## src/hw/rtl/msgenc_pkg.sv

```systemverilog
// Shared types, operation codes, status codes and format bytes of the stream encoder.
package msgenc_pkg;

   localparam int unsigned CmdDepth = 2;
   localparam int unsigned MaxBytes = 5;

   localparam logic [7:0] BufferSizeReset = 8'd255;

   // Operation codes.
   localparam logic [3:0] OpUint    = 4'd0;
   localparam logic [3:0] OpStr     = 4'd1;
   localparam logic [3:0] OpBin     = 4'd2;
   localparam logic [3:0] OpBool    = 4'd3;
   localparam logic [3:0] OpNil     = 4'd4;
   localparam logic [3:0] OpMap     = 4'd5;
   localparam logic [3:0] OpArray   = 4'd6;
   localparam logic [3:0] OpPayload = 4'd7;
   localparam logic [3:0] OpRestart = 4'd8;

   // Status codes.
   localparam logic [1:0] StOk      = 2'd0;
   localparam logic [1:0] StNoRoom  = 2'd1;
   localparam logic [1:0] StTooLong = 2'd2;
   localparam logic [1:0] StSeqErr  = 2'd3;

   // Format bytes.
   localparam logic [7:0] FixIntMax = 8'h7f;
   localparam logic [7:0] Uint8Tag  = 8'hcc;
   localparam logic [7:0] Uint16Tag = 8'hcd;
   localparam logic [7:0] Uint32Tag = 8'hce;
   localparam logic [7:0] FixStrTag = 8'ha0;
   localparam logic [7:0] Str8Tag   = 8'hd9;
   localparam logic [7:0] Bin8Tag   = 8'hc4;
   localparam logic [7:0] TrueTag   = 8'hc3;
   localparam logic [7:0] FalseTag  = 8'hc2;
   localparam logic [7:0] NilTag    = 8'hc0;
   localparam logic [7:0] FixMapTag = 8'h80;
   localparam logic [7:0] Map16Tag  = 8'hde;
   localparam logic [7:0] FixArrTag = 8'h90;
   localparam logic [7:0] Arr16Tag  = 8'hdc;

   // One classified operation: the bytes to emit (first in element 0), how many,
   // the status, and the message size after the operation. No bytes means a single
   // status-only result.
   typedef struct packed {
      logic [MaxBytes-1:0][7:0] bytes;
      logic [2:0]               nbytes;
      logic [1:0]               status;
      logic [7:0]               size;
   } cmd_type;

endpackage

```

## src/hw/rtl/msgenc_front.sv

```systemverilog
// Front end: accepts operations, checks room and sequence, keeps the message state.
module msgenc_front (
   input  logic                  clock,
   input  logic                  reset,
   input  logic                  accept,
   input  logic [3:0]            opcode,
   input  logic [31:0]           number,
   input  logic [15:0]           length,
   input  logic [7:0]            count,
   input  logic                  flag,
   input  logic [7:0]            data_byte,
   input  logic                  csr_write,
   input  logic [7:0]            csr_data,
   output msgenc_pkg::cmd_type   cmd
);

   logic [7:0] buffer_size_ff, buffer_size_in;
   logic [7:0] position_ff, position_in;
   logic [7:0] payload_left_ff, payload_left_in;

   logic [8:0] room;
   logic [8:0] need;
   logic       grows;
   logic       sets_payload;
   logic       clears;
   logic       consumes;
   logic [1:0] status;
   logic [2:0] nbytes;
   logic [msgenc_pkg::MaxBytes-1:0][7:0] bytes;

   assign room = (position_ff >= buffer_size_ff) ? 9'd0
                 : ({1'b0, buffer_size_ff} - {1'b0, position_ff});

   always_comb begin
      status       = msgenc_pkg::StOk;
      nbytes       = 3'd0;
      bytes        = '0;
      need         = 9'd0;
      grows        = 1'b0;
      sets_payload = 1'b0;
      clears       = 1'b0;
      consumes     = 1'b0;
      if (opcode == msgenc_pkg::OpRestart) begin
         clears = 1'b1;
      end else if (opcode == msgenc_pkg::OpPayload) begin
         if (payload_left_ff == 8'd0) begin
            status = msgenc_pkg::StSeqErr;
         end else begin
            consumes = 1'b1;
            nbytes   = 3'd1;
            bytes[0] = data_byte;
         end
      end else if (payload_left_ff != 8'd0) begin
         status = msgenc_pkg::StSeqErr;
      end else begin
         unique case (opcode) inside
            msgenc_pkg::OpUint: begin
               grows = 1'b1;
               if (number <= {24'd0, msgenc_pkg::FixIntMax}) begin
                  need = 9'd1; nbytes = 3'd1;
                  bytes[0] = number[7:0];
               end else if (number[31:8] == 24'd0) begin
                  need = 9'd2; nbytes = 3'd2;
                  bytes[0] = msgenc_pkg::Uint8Tag;
                  bytes[1] = number[7:0];
               end else if (number[31:16] == 16'd0) begin
                  need = 9'd3; nbytes = 3'd3;
                  bytes[0] = msgenc_pkg::Uint16Tag;
                  bytes[1] = number[15:8];
                  bytes[2] = number[7:0];
               end else begin
                  need = 9'd5; nbytes = 3'd5;
                  bytes[0] = msgenc_pkg::Uint32Tag;
                  bytes[1] = number[31:24];
                  bytes[2] = number[23:16];
                  bytes[3] = number[15:8];
                  bytes[4] = number[7:0];
               end
            end
            msgenc_pkg::OpStr, msgenc_pkg::OpBin: begin
               if (length[15:8] != 8'd0) begin
                  status = msgenc_pkg::StTooLong;
               end else begin
                  grows        = 1'b1;
                  sets_payload = 1'b1;
                  if (opcode == msgenc_pkg::OpStr && length[7:5] == 3'd0) begin
                     need = {1'b0, length[7:0]} + 9'd1; nbytes = 3'd1;
                     bytes[0] = msgenc_pkg::FixStrTag | length[7:0];
                  end else begin
                     need = {1'b0, length[7:0]} + 9'd2; nbytes = 3'd2;
                     bytes[0] = (opcode == msgenc_pkg::OpStr) ? msgenc_pkg::Str8Tag
                                : msgenc_pkg::Bin8Tag;
                     bytes[1] = length[7:0];
                  end
               end
            end
            msgenc_pkg::OpBool: begin
               grows = 1'b1; need = 9'd1; nbytes = 3'd1;
               bytes[0] = flag ? msgenc_pkg::TrueTag : msgenc_pkg::FalseTag;
            end
            msgenc_pkg::OpNil: begin
               grows = 1'b1; need = 9'd1; nbytes = 3'd1;
               bytes[0] = msgenc_pkg::NilTag;
            end
            msgenc_pkg::OpMap, msgenc_pkg::OpArray: begin
               grows = 1'b1;
               if (count[7:4] == 4'd0) begin
                  need = 9'd1; nbytes = 3'd1;
                  bytes[0] = ((opcode == msgenc_pkg::OpMap) ? msgenc_pkg::FixMapTag
                              : msgenc_pkg::FixArrTag) | count;
               end else begin
                  need = 9'd3; nbytes = 3'd3;
                  bytes[0] = (opcode == msgenc_pkg::OpMap) ? msgenc_pkg::Map16Tag
                             : msgenc_pkg::Arr16Tag;
                  bytes[1] = 8'd0;
                  bytes[2] = count;
               end
            end
            default: begin
               status = msgenc_pkg::StSeqErr;
            end
         endcase
         // A refused operation leaves the message untouched.
         if (grows && need > room) begin
            status       = msgenc_pkg::StNoRoom;
            nbytes       = 3'd0;
            grows        = 1'b0;
            sets_payload = 1'b0;
         end
      end
   end

   always_comb begin
      buffer_size_in  = csr_write ? csr_data : buffer_size_ff;
      position_in     = position_ff;
      payload_left_in = payload_left_ff;
      if (accept) begin
         if (clears) begin
            position_in     = 8'd0;
            payload_left_in = 8'd0;
         end else begin
            if (grows) begin
               position_in = position_ff + need[7:0];
            end
            if (sets_payload) begin
               payload_left_in = length[7:0];
            end
            if (consumes) begin
               payload_left_in = payload_left_ff - 8'd1;
            end
         end
      end
   end

   always_ff @(posedge clock) begin
      if (reset) begin
         buffer_size_ff  <= msgenc_pkg::BufferSizeReset;
         position_ff     <= 8'd0;
         payload_left_ff <= 8'd0;
      end else begin
         buffer_size_ff  <= buffer_size_in;
         position_ff     <= position_in;
         payload_left_ff <= payload_left_in;
      end
   end

   always_comb begin
      cmd.bytes  = bytes;
      cmd.nbytes = nbytes;
      cmd.status = status;
      cmd.size   = position_in;
   end

endmodule

```

## src/hw/rtl/msgenc_cmdq.sv

```systemverilog
// Short command queue between the front end and the byte emitter.
module msgenc_cmdq #(
   parameter int unsigned Depth = msgenc_pkg::CmdDepth
) (
   input  logic                 clock,
   input  logic                 reset,
   input  logic                 push,
   input  msgenc_pkg::cmd_type  push_cmd,
   output logic                 full,
   input  logic                 pop,
   output msgenc_pkg::cmd_type  pop_cmd,
   output logic                 empty
);

   localparam int unsigned PtrW = (Depth > 1) ? $clog2(Depth) : 1;
   localparam int unsigned CntW = $clog2(Depth + 1);
   localparam logic [PtrW-1:0] LastPtr = PtrW'(Depth - 1);
   localparam logic [CntW-1:0] FullCnt = CntW'(Depth);

   msgenc_pkg::cmd_type slots_ff [Depth];
   logic [PtrW-1:0] wr_ptr_ff, wr_ptr_in;
   logic [PtrW-1:0] rd_ptr_ff, rd_ptr_in;
   logic [CntW-1:0] count_ff, count_in;
   logic            do_push, do_pop;

   assign full    = (count_ff == FullCnt);
   assign empty   = (count_ff == '0);
   assign do_push = push && !full;
   assign do_pop  = pop && !empty;
   assign pop_cmd = slots_ff[rd_ptr_ff];

   always_comb begin
      wr_ptr_in = wr_ptr_ff;
      rd_ptr_in = rd_ptr_ff;
      count_in  = count_ff;
      if (do_push) begin
         wr_ptr_in = (wr_ptr_ff == LastPtr) ? '0 : wr_ptr_ff + 1'b1;
      end
      if (do_pop) begin
         rd_ptr_in = (rd_ptr_ff == LastPtr) ? '0 : rd_ptr_ff + 1'b1;
      end
      if (do_push && !do_pop) begin
         count_in = count_ff + 1'b1;
      end else if (do_pop && !do_push) begin
         count_in = count_ff - 1'b1;
      end
   end

   always_ff @(posedge clock) begin
      if (reset) begin
         wr_ptr_ff <= '0;
         rd_ptr_ff <= '0;
         count_ff  <= '0;
      end else begin
         wr_ptr_ff <= wr_ptr_in;
         rd_ptr_ff <= rd_ptr_in;
         count_ff  <= count_in;
      end
   end

   always_ff @(posedge clock) begin
      if (do_push) begin
         slots_ff[wr_ptr_ff] <= push_cmd;
      end
   end

endmodule

```

## src/hw/rtl/msgenc_back.sv

```systemverilog
// Back end: walks through one command at a time; one result per cycle while popped.
module msgenc_back (
   input  logic                 clock,
   input  logic                 reset,
   input  msgenc_pkg::cmd_type  q_cmd,
   input  logic                 q_empty,
   output logic                 q_pop,
   output logic [7:0]           out_byte,
   output logic                 byte_valid,
   output logic                 last,
   output logic [1:0]           status,
   output logic [7:0]           message_size,
   output logic                 empty,
   input  logic                 pop
);

   msgenc_pkg::cmd_type cmd_ff, cmd_in;
   logic       valid_ff, valid_in;
   logic [2:0] idx_ff, idx_in;
   logic       done;

   assign byte_valid   = (cmd_ff.nbytes != 3'd0);
   assign last         = !byte_valid || (idx_ff == cmd_ff.nbytes - 3'd1);
   assign out_byte     = byte_valid ? cmd_ff.bytes[idx_ff] : 8'd0;
   assign status       = cmd_ff.status;
   assign message_size = cmd_ff.size;
   assign empty        = !valid_ff;

   // The held command is finished once its final result is taken.
   assign done  = !valid_ff || (pop && last);
   assign q_pop = done && !q_empty;

   always_comb begin
      cmd_in   = cmd_ff;
      valid_in = valid_ff;
      idx_in   = idx_ff;
      if (done) begin
         valid_in = !q_empty;
         idx_in   = 3'd0;
         if (!q_empty) begin
            cmd_in = q_cmd;
         end
      end else if (pop) begin
         idx_in = idx_ff + 3'd1;
      end
   end

   always_ff @(posedge clock) begin
      if (reset) begin
         valid_ff <= 1'b0;
         idx_ff   <= 3'd0;
      end else begin
         valid_ff <= valid_in;
         idx_ff   <= idx_in;
      end
      cmd_ff <= cmd_in;
   end

   a_idx_in_range: assert property (@(posedge clock) disable iff (reset)
      valid_ff && byte_valid |-> idx_ff < cmd_ff.nbytes)
      else $error("byte index beyond the command length");

   a_advance: assert property (@(posedge clock) disable iff (reset)
      valid_ff && pop && !last |=> valid_ff && idx_ff == $past(idx_ff) + 3'd1)
      else $error("emitter did not advance to the next byte");

   a_bytes_ok: assert property (@(posedge clock) disable iff (reset)
      valid_ff && byte_valid |-> status == msgenc_pkg::StOk)
      else $error("byte emitted with a failure status");

endmodule

```

## src/hw/rtl/msgpack_stream_encoder_unit.sv

```systemverilog
// Top level of the bounded-size MessagePack stream encoder.
// Each operation transaction on the req_ side is checked and classified in the
// cycle it is taken and queued as one command; the emitter then gives one result
// per cycle on the rsp_ side while the receiver pops: one to five byte results (five
// for a 32-bit unsigned integer, one for payload bytes and small items), or a single
// status-only result for restart and refused operations. The front end takes a new
// operation every cycle while the command queue has room. The buffer size register
// may be written at any time through csr_ and is always ready, but should only
// change while the encoder is idle. No clearing pass follows reset.
module msgpack_stream_encoder_unit #(
   parameter int unsigned CmdDepth = msgenc_pkg::CmdDepth
) (
   input  logic        clock,
   input  logic        reset,
   input  logic        req_push,
   output logic        req_full,
   input  logic [3:0]  req_opcode,
   input  logic [31:0] req_number,
   input  logic [15:0] req_length,
   input  logic [7:0]  req_count,
   input  logic        req_flag,
   input  logic [7:0]  req_data_byte,
   output logic        rsp_empty,
   input  logic        rsp_pop,
   output logic [7:0]  rsp_out_byte,
   output logic        rsp_byte_valid,
   output logic        rsp_last,
   output logic [1:0]  rsp_status,
   output logic [7:0]  rsp_message_size,
   input  logic        csr_valid,
   output logic        csr_ready,
   input  logic [7:0]  csr_data
);

   msgenc_pkg::cmd_type front_cmd;
   msgenc_pkg::cmd_type q_cmd;
   logic                q_full, q_empty, q_pop;
   logic                accept;

   assign csr_ready = 1'b1;
   assign req_full  = q_full;
   assign accept    = req_push && !q_full;

   msgenc_front u_front (
      .clock     (clock),
      .reset     (reset),
      .accept    (accept),
      .opcode    (req_opcode),
      .number    (req_number),
      .length    (req_length),
      .count     (req_count),
      .flag      (req_flag),
      .data_byte (req_data_byte),
      .csr_write (csr_valid && csr_ready),
      .csr_data  (csr_data),
      .cmd       (front_cmd)
   );

   msgenc_cmdq #(
      .Depth (CmdDepth)
   ) u_cmdq (
      .clock    (clock),
      .reset    (reset),
      .push     (accept),
      .push_cmd (front_cmd),
      .full     (q_full),
      .pop      (q_pop),
      .pop_cmd  (q_cmd),
      .empty    (q_empty)
   );

   msgenc_back u_back (
      .clock        (clock),
      .reset        (reset),
      .q_cmd        (q_cmd),
      .q_empty      (q_empty),
      .q_pop        (q_pop),
      .out_byte     (rsp_out_byte),
      .byte_valid   (rsp_byte_valid),
      .last         (rsp_last),
      .status       (rsp_status),
      .message_size (rsp_message_size),
      .empty        (rsp_empty),
      .pop          (rsp_pop)
   );

endmodule

```

## config.mk

```make
export PLATFORM = sky130hd
export DESIGN_NAME = msgpack_stream_encoder_unit
export DESIGN_NICKNAME = d
export VERILOG_FILES = /design/src/hw/rtl/msgenc_pkg.sv /design/src/hw/rtl/msgenc_front.sv /design/src/hw/rtl/msgenc_cmdq.sv /design/src/hw/rtl/msgenc_back.sv /design/src/hw/rtl/msgpack_stream_encoder_unit.sv
export SDC_FILE = /design/constraint.sdc
export NUM_CORES = 1
export LEC_CHECK = 0
export BUFFER_PORTS_ARGS = -buffer_cell sky130_fd_sc_hd__buf_2
export CAP_MARGIN = 20
export CORE_MARGIN = 1
export CORE_UTILIZATION = 50
export CTS_BUF_LIST = sky130_fd_sc_hd__clkbuf_8 sky130_fd_sc_hd__clkbuf_16
export DETAILED_ROUTE_END_ITERATION = 12
export PLACE_DENSITY = 0.7
export SYNTH_ARGS = -nofsm -noshare
export SYNTH_HDL_FRONTEND = slang
export SYNTH_HIERARCHICAL = 1
export SYNTH_SLANG_ARGS = --single-unit
```

## constraint.sdc

```tcl
create_clock -name clock -period 7 [get_ports clock]
set_clock_uncertainty 0.2 [all_clocks]
set_input_delay 0 -clock clock [delete_from_list [all_inputs] [get_ports clock]]
set_output_delay 0 -clock clock [all_outputs]
set_load 0.005 [all_outputs]
```

* Word level (Yosys, flattened, before mapping)
Memories as Yosys holds them, arrays and structs flattened. A register that Yosys moved wholly into a read port is not among the register bits.
Index checks and enable logic that the tools add are counted.
** Storage, ports and cells
- Latch bits :: 0
- Memory bits (read-only) :: 0
- Flip-flop bits (word level) :: 32
- Memory bits (writable) :: 106
- Memories :: 1
- Input port bits :: 82
- Output and inout port bits :: 23
** Memories
- u_cmdq.slots_ff :: depth 2, width 53, rd ports 1, clocked after memory_dff 1, write ports 1, RTL line msgenc_cmdq.sv:20 : msgenc_pkg::cmd_type slots_ff [Depth];
** Operators by class
- Magnitude comparators :: 4
- Muxes and demuxes :: 96
- Reductions and logical operators :: 36
- Bitwise gates (word level) :: 2
- Shift operators :: 0
- Equality and inequality tests :: 10
- Div/mod/pow operators :: 0
- $add $sub $neg :: 11
- Multiply operators :: 0
** Operator list (count)
- two-way mux 24 bit :: 8
- two-way mux 8 bit :: 17
- two-way mux 16 bit :: 5
- two-way mux 40 bit :: 2
- two-way mux 9 bit :: 8
- two-way mux 32 bit :: 2
- case mux 8 bit (5 select lines) :: 1
- case mux 9 bit (4 select lines) :: 1
- less-or-equal comparator 32 x 7 -> 1 bit (second input constant) :: 1
- two-way mux 3 bit :: 9
- binary-select mux 8 bit (select 3 bit) :: 1
- zero test 24 bit :: 1
- two-way mux 2 bit :: 12
- case mux 8 bit (3 select lines) :: 1
- two-way mux 1 bit :: 23
- == test 4 x 3 -> 1 bit (second input constant) :: 4
- zero test 16 bit :: 1
- case mux 8 bit (2 select lines) :: 1
- nonzero test 8 bit :: 2
- case mux 3 bit (4 select lines) :: 1
- two-way mux 5 bit :: 2
- adder 8 x 1 -> 9 bit (second input constant) :: 1
- adder 8 x 2 -> 9 bit (second input constant) :: 1
- greater-than comparator 9 bit :: 1
- other kinds (31) :: 53

* Logic depth before layout (Yosys ltp)
- Depth in word-level cells :: 17
- Mapped depth :: 18
- Gate-level depth less buffers :: 17

* Hierarchy
The synthesis kept the hierarchy.
** Modules (own cells, without submodules)
- msgenc_cmdq :: cells an instance 190, area an instance 4037.6 µm², times used 1
- msgenc_front :: cells an instance 529, area an instance 3594.7 µm², times used 1
- msgenc_back :: cells an instance 125, area an instance 2250.9 µm², times used 1
- msgpack_stream_encoder_unit :: cells an instance 3, area an instance 25.0 µm², times used 1

* Worst setup path after synthesis
Ideal clock, no wire load.
- Kind :: reg2reg
- Start :: register u_back/cmd_ff[10] in the netlist's numbering
- End :: register u_cmdq.count_ff[1]
- Slack :: 1.542 ns
- Path buffers :: 0
- Library setup time :: 0.070 ns
- Period minus slack after synthesis :: 5.458 ns
- Arrival :: 5.189 ns
- Stages on the path, launching flop included :: 11
- Cell sequence :: edfxtp_1 inv_1 ha_1 xor2_1 a31oi_2 o21ai_0 nor2b_1 o21ai_0 ha_1 or3_1 a21oi_1
** Between the ends
- Word-level cells in the longest chain between the ends :: 10
- Elaborated cells on any way between the ends :: 14
- Classes of those cells :: 1 x add/sub; 1 x eq/ne; 1 x mux; 11 x reduce/logical
** Ends and longest elaborated chain
- from (decl) :: RTL line msgenc_back.sv:17 : msgenc_pkg::cmd_type cmd_ff, cmd_in;
- from (signal assigned) :: RTL line msgenc_back.sv:56 : cmd_ff <= cmd_in;
- subtractor 3 x 1 -> 3 bit or nonzero test 3 bit (tied branches) :: RTL line msgenc_back.sv:23, msgenc_back.sv:22
- == test 3 bit or zero test 1 bit (tied branches) :: RTL line msgenc_back.sv:23 : assign last = !byte_valid || (idx_ff == cmd_ff.nbytes - 3'd1);
- logical OR 1 bit * :: RTL line msgenc_back.sv:23
- logical AND 1 bit * :: RTL line msgenc_back.sv:30 : assign done = !valid_ff || (pop && last);
- logical OR 1 bit * :: RTL line msgenc_back.sv:30
- logical AND 1 bit * :: RTL line msgenc_back.sv:31 : assign q_pop = done && !q_empty;
- net q_pop :: RTL line msgpack_stream_encoder_unit.sv:37 : logic q_full, q_empty, q_pop;
- logical AND 1 bit * :: RTL line msgenc_cmdq.sv:29 : assign do_pop = pop && !empty;
- zero test 1 bit :: RTL line msgenc_cmdq.sv:42 : if (do_push && !do_pop) begin
- logical AND 1 bit :: RTL line msgenc_cmdq.sv:42
- two-way mux 2 bit or nonzero test 2 bit (tied branches)
- to (signal assigned) :: RTL line msgenc_cmdq.sv:57 : count_ff <= count_in;
- to (decl) :: RTL line msgenc_cmdq.sv:23 : logic [CntW-1:0] count_ff, count_in;
The timed path passes the listed nets; every way through them passes the cells marked *.
A chain may end at the register's enable or synchronous reset.

==> summary.md <==
| Metric | Value |
|---|---|
| Busiest metal layer after global routing | `met2` |
| Placed inst area | `0.0106 mm²` |
| Total grt overflow | `0` |
| Worst path slowest cell | `a21boi_1` |
| Crit-path cells | `inv_1 > ha_1 > nor2b_1 > o21a_1 > o21ai_0 > a21o_1 > a21boi_1 > o211ai_1 > ha_1 > a21o_1 > a21o_1 > a221o_1 > a211o_1 > a21boi_1 > o21ai_0` |
| Cells after Synth | `847` |
| Design area | `0.0120 mm²` |
| Syn_nets | `963` |
| Post-synthesis xor/xnor area fraction | `2.08%` |
| Critical Path RT | `6950 ps` |
| Mux share of post-synthesis cell area | `8.85%` |
| Die W | `143 µm` |
| H-tree levels | `4` |
| Clk buf depth | `2` |
| Register area share after synthesis | `54.9%` |
| DRC | `0` |
| RSZ-0062 raised after global routing | `no` |
| Final worst-path cycle share | `67.0%` |
| Reg2reg end | `u_cmdq/slots_ff[1][4]` |
| Largest net degree at the start of global routing | `55` |
| Final WL | `24500 µm` |
| Ratio of cells with drive above 1 in the final layout | `22.3%` |
| Clock Latency Late Sink | `430 ps` |
| First-pass GRT wire length | `38100 µm` |
| Reg area | `0.00544 mm²` |
| Clock root buffer master | `clkbuf_16` |
| PD cells | `297 mW/mm²` |
| Initial antenna violation count | `1` |
| Synthesized area | `0.00991 mm²` |
| CP Launch Type | `flip-flop` |
| DRT iter0 DRCs | `651` |
| Clock transition at path regs | `80 ps` |
| Die area | `0.0204 mm²` |
| Core area | `0.0195 mm²` |
| Syn Area/Cell | `11.7 µm²` |
| Synth Flop Type | `edfxtp_1` |
| Crit Path Max Fanout | `8` |
| Hold Crit Start | `req_number[27]` |
| GRT Resource Usage Total | `25.0%` |
| Slew headroom | `41.6%` |
| Filler cell count | `1499` |
| CP bufs+invs | `1` |
| Synth Area in Adders | `4.45%` |
| Fmax | `213 MHz` |
| Fin. Hold Viols | `0` |
| Worst-case hold path end point | `u_cmdq/slots_ff[1][24]` |
| CP most frequent cell | `a21o_1` |
| P&R area growth vs syn | `21.6%` |
| EDFF count, synth | `159` |
| Largest family of logic cells by synthesized area | `compound AO/OA/AOI/OAI gates` |
| Final setup viols | `0` |
| Dpl hpwl | `16300 µm` |
| Vias in the first global route | `7139` |
| Max_cap viols | `0` |
| Vias per cell | `5.80` |
| Worst R2R Start | `u_front/position_ff[1]` |
| WHS Path Cells | `3` |
| Min-delay worst type | `input pin to flip-flop` |
| WP data arrival | `4650 ps` |
| Tightest Pin Transition | `875 ps` |
| Vias | `7517` |
| CTS tree | `yes` |
| Multi-input logic area | `0.00414 mm²` |
| Max incr delay on CP | `560 ps` |
| Slew Limit Fails | `0` |
| Num rows | `51` |
| WL/cell | `18.9 µm` |
| Gpl congestion | `0.964` |
| Critical path class | `flip-flop to flip-flop` |
| Final Total Pwr | `3.58 mW` |
| Post-cts resize count | `0` |
| Synth Area in Compound Gates | `13.3%` |
| I/O pin cnt | `105` |
| Port-buffer cells | `103` |
| Nets | `1133` |
| Met3 Use GR | `5.00%` |
| CP Capture Type | `flip-flop` |
| Die Y | `143 µm` |
| Distinct cell type count after synthesis | `78` |
| Clock Sink Count | `192` |
| Post-route antenna net violation count | `0` |
| Peak supply drop | `0.206 mV` |
| Worst reg-to-reg setup slack | `2310 ps` |
| Synth warnings | `6` |
| R2R depth | `15` |
| Fin crit period | `4690 ps` |
| DR pass1 iterations | `7` |
| Outcome | `finished, final reports clean` |
| Setup_tns | `0 ps` |
| Synthesized flop and latch total | `192` |
| Met2 Use GR | `39.4%` |
| FFs w/ async S/R, synth | `0%` |
| Initial core utilization | `50.9%` |
| Delay-heaviest family, CP | `compound AO/OA/AOI/OAI gates` |
| Leak Pwr | `4.54 nW` |
| Cts bufs inserted | `17` |
| Simple-Gate Fraction of Synth Area | `12.9%` |
| GR Util met1 | `34.0%` |
[cells in the final DEF, fill, tap and decap left out, types with 4 or more instances in the layout]
cell	count
a21o_1	14
a21oi_1	66
a22oi_1	10
a31oi_1	9
and2_1	19
and3_1	4
and4_1	5
buf_2	103
buf_4	9
clkbuf_16	17
dfxtp_1	32
dlygate4sd3_1	80
edfxtp_1	159
ha_1	32
inv_1	29
inv_12	6
inv_8	4
mux2_2	53
mux2i_1	10
mux4_2	8
nand2_1	54
nand2b_1	8
nand3_1	20
nand4_1	7
nor2_1	82
nor2b_1	6
nor3_1	10
nor4_1	8
o2111ai_1	4
o211ai_1	9
o21ai_0	54
or3_1	6
xnor2_1	10
xor2_1	11
[worst min-delay path: cells and delay by family]
kind | cells | cell delay, ps
buffers and inverters | 1 | 90
AOI/OAI and AO/OA | 2 | 400
[state kept, by name, summed over array words and instances, names as in the netlist, named ones only]
signal and cells:
u_front/buffer_size_ff 8, u_back/message_size 8, u_back/cmd_ff 43, u_cmdq/wr_ptr_ff 1, u_back/valid_ff 1, u_cmdq/count_ff 2
u_back/idx_ff 3, u_cmdq/rd_ptr_ff 1, u_cmdq/slots_ff 106, u_back/status 2, u_front/payload_left_ff 8, u_front/position_ff 8
[layer usage]
metal,up-vias,wire length (µm)
li1,3531,-
met1,3556,10400
met2,358,11500
met3,72,1820
met4,0,696
met5,-,0
[area by class of cell]
class	instances	share of cell area (%)
clock buffers	17	3.53
well taps	265	2.75
inverters	32	0.997
multi-input cells	582	34.4
repair buffers	192	11.5
flip-flops and latches	192	45.1
clock inverters	15	1.73
diodes	1	0.0208
[power breakdown]
part	internal [mW]	leakage (nW)	switching [mW]	total (mW)
sequential	1.61	1.79	0.0796	1.69
combinational	0.372	2.45	0.502	0.874
clock	0.504	0.307	0.516	1.02
total	2.48	4.54	1.10	3.58
[kinds of logic (layout without fill, tap and decap cells)]
kind of cell / after synthesis / count (layout)
fa+ha+maj: 34 / 34
simple gates: 248 / 248
xor+xnor: 22 / 22
buf+inv: 73 / 256
mux: 71 / 71
flops: 192 / 192
compound gates: 206 / 206
other cells: 1 / 2
[worst max-delay path by stage]
stage	from	to	slack, ps	depth (start not counted)
detailed placement	u_front/position_ff[1]	u_cmdq/slots_ff[1][4]	2350	15
finish	u_front/position_ff[1]	u_cmdq/slots_ff[1][4]	2310	15
global route	req_length[7]	u_front/payload_left_ff[7]	1920	16
global placement	u_front/position_ff[1]	u_cmdq/slots_ff[0][1]	2510	15
floorplan	u_back/cmd_ff[10]	u_cmdq/count_ff[1]	1540	10
CTS	u_front/position_ff[1]	u_cmdq/slots_ff[0][4]	2350	15
[cells in the mapped netlist (11+ instances only)]
cell type	number	area share, %
nor2_1	82	3.1
mux2_2	53	6.0
edfxtp_1	159	48
inv_1	30	1.1
dfxtp_1	33	6.7
a21o_1	14	1.1
a21oi_1	66	3.3
and2_1	20	1.3
ha_1	32	4.0
o21ai_0	54	2.7
buf_4	16	1.2
nand3_1	20	1.0
xor2_1	11	0.97
clkbuf_1	16	0.61
nand2_1	54	2.0
[through the flow]
| stage | hold slack (ps) | cells | setup slack [ps] | util, % |
|---|---|---|---|---|
| CTS | 1.83 | 1295 | 2350 | 61.9 |
| global placement | 12.4 | 1183 | 2510 | 54.5 |
| floorplan | -131 | 847 | 1540 | - |
| global route | 6.00 | 1296 | 1920 | 61.9 |
| finish | 31.7 | 1296 | 2310 | 61.9 |
| detailed placement | 20.0 | 1183 | 2350 | 54.5 |
[repair_timing]
item | in CTS | in global routing
endpoints found under the hold margin | 115 | 0
setup buffers | 0 | 0
endpoints found under the setup margin | 0 | 0
hold buffers | 80 | 0
Note: power is estimated with default switching activity, not from simulation.
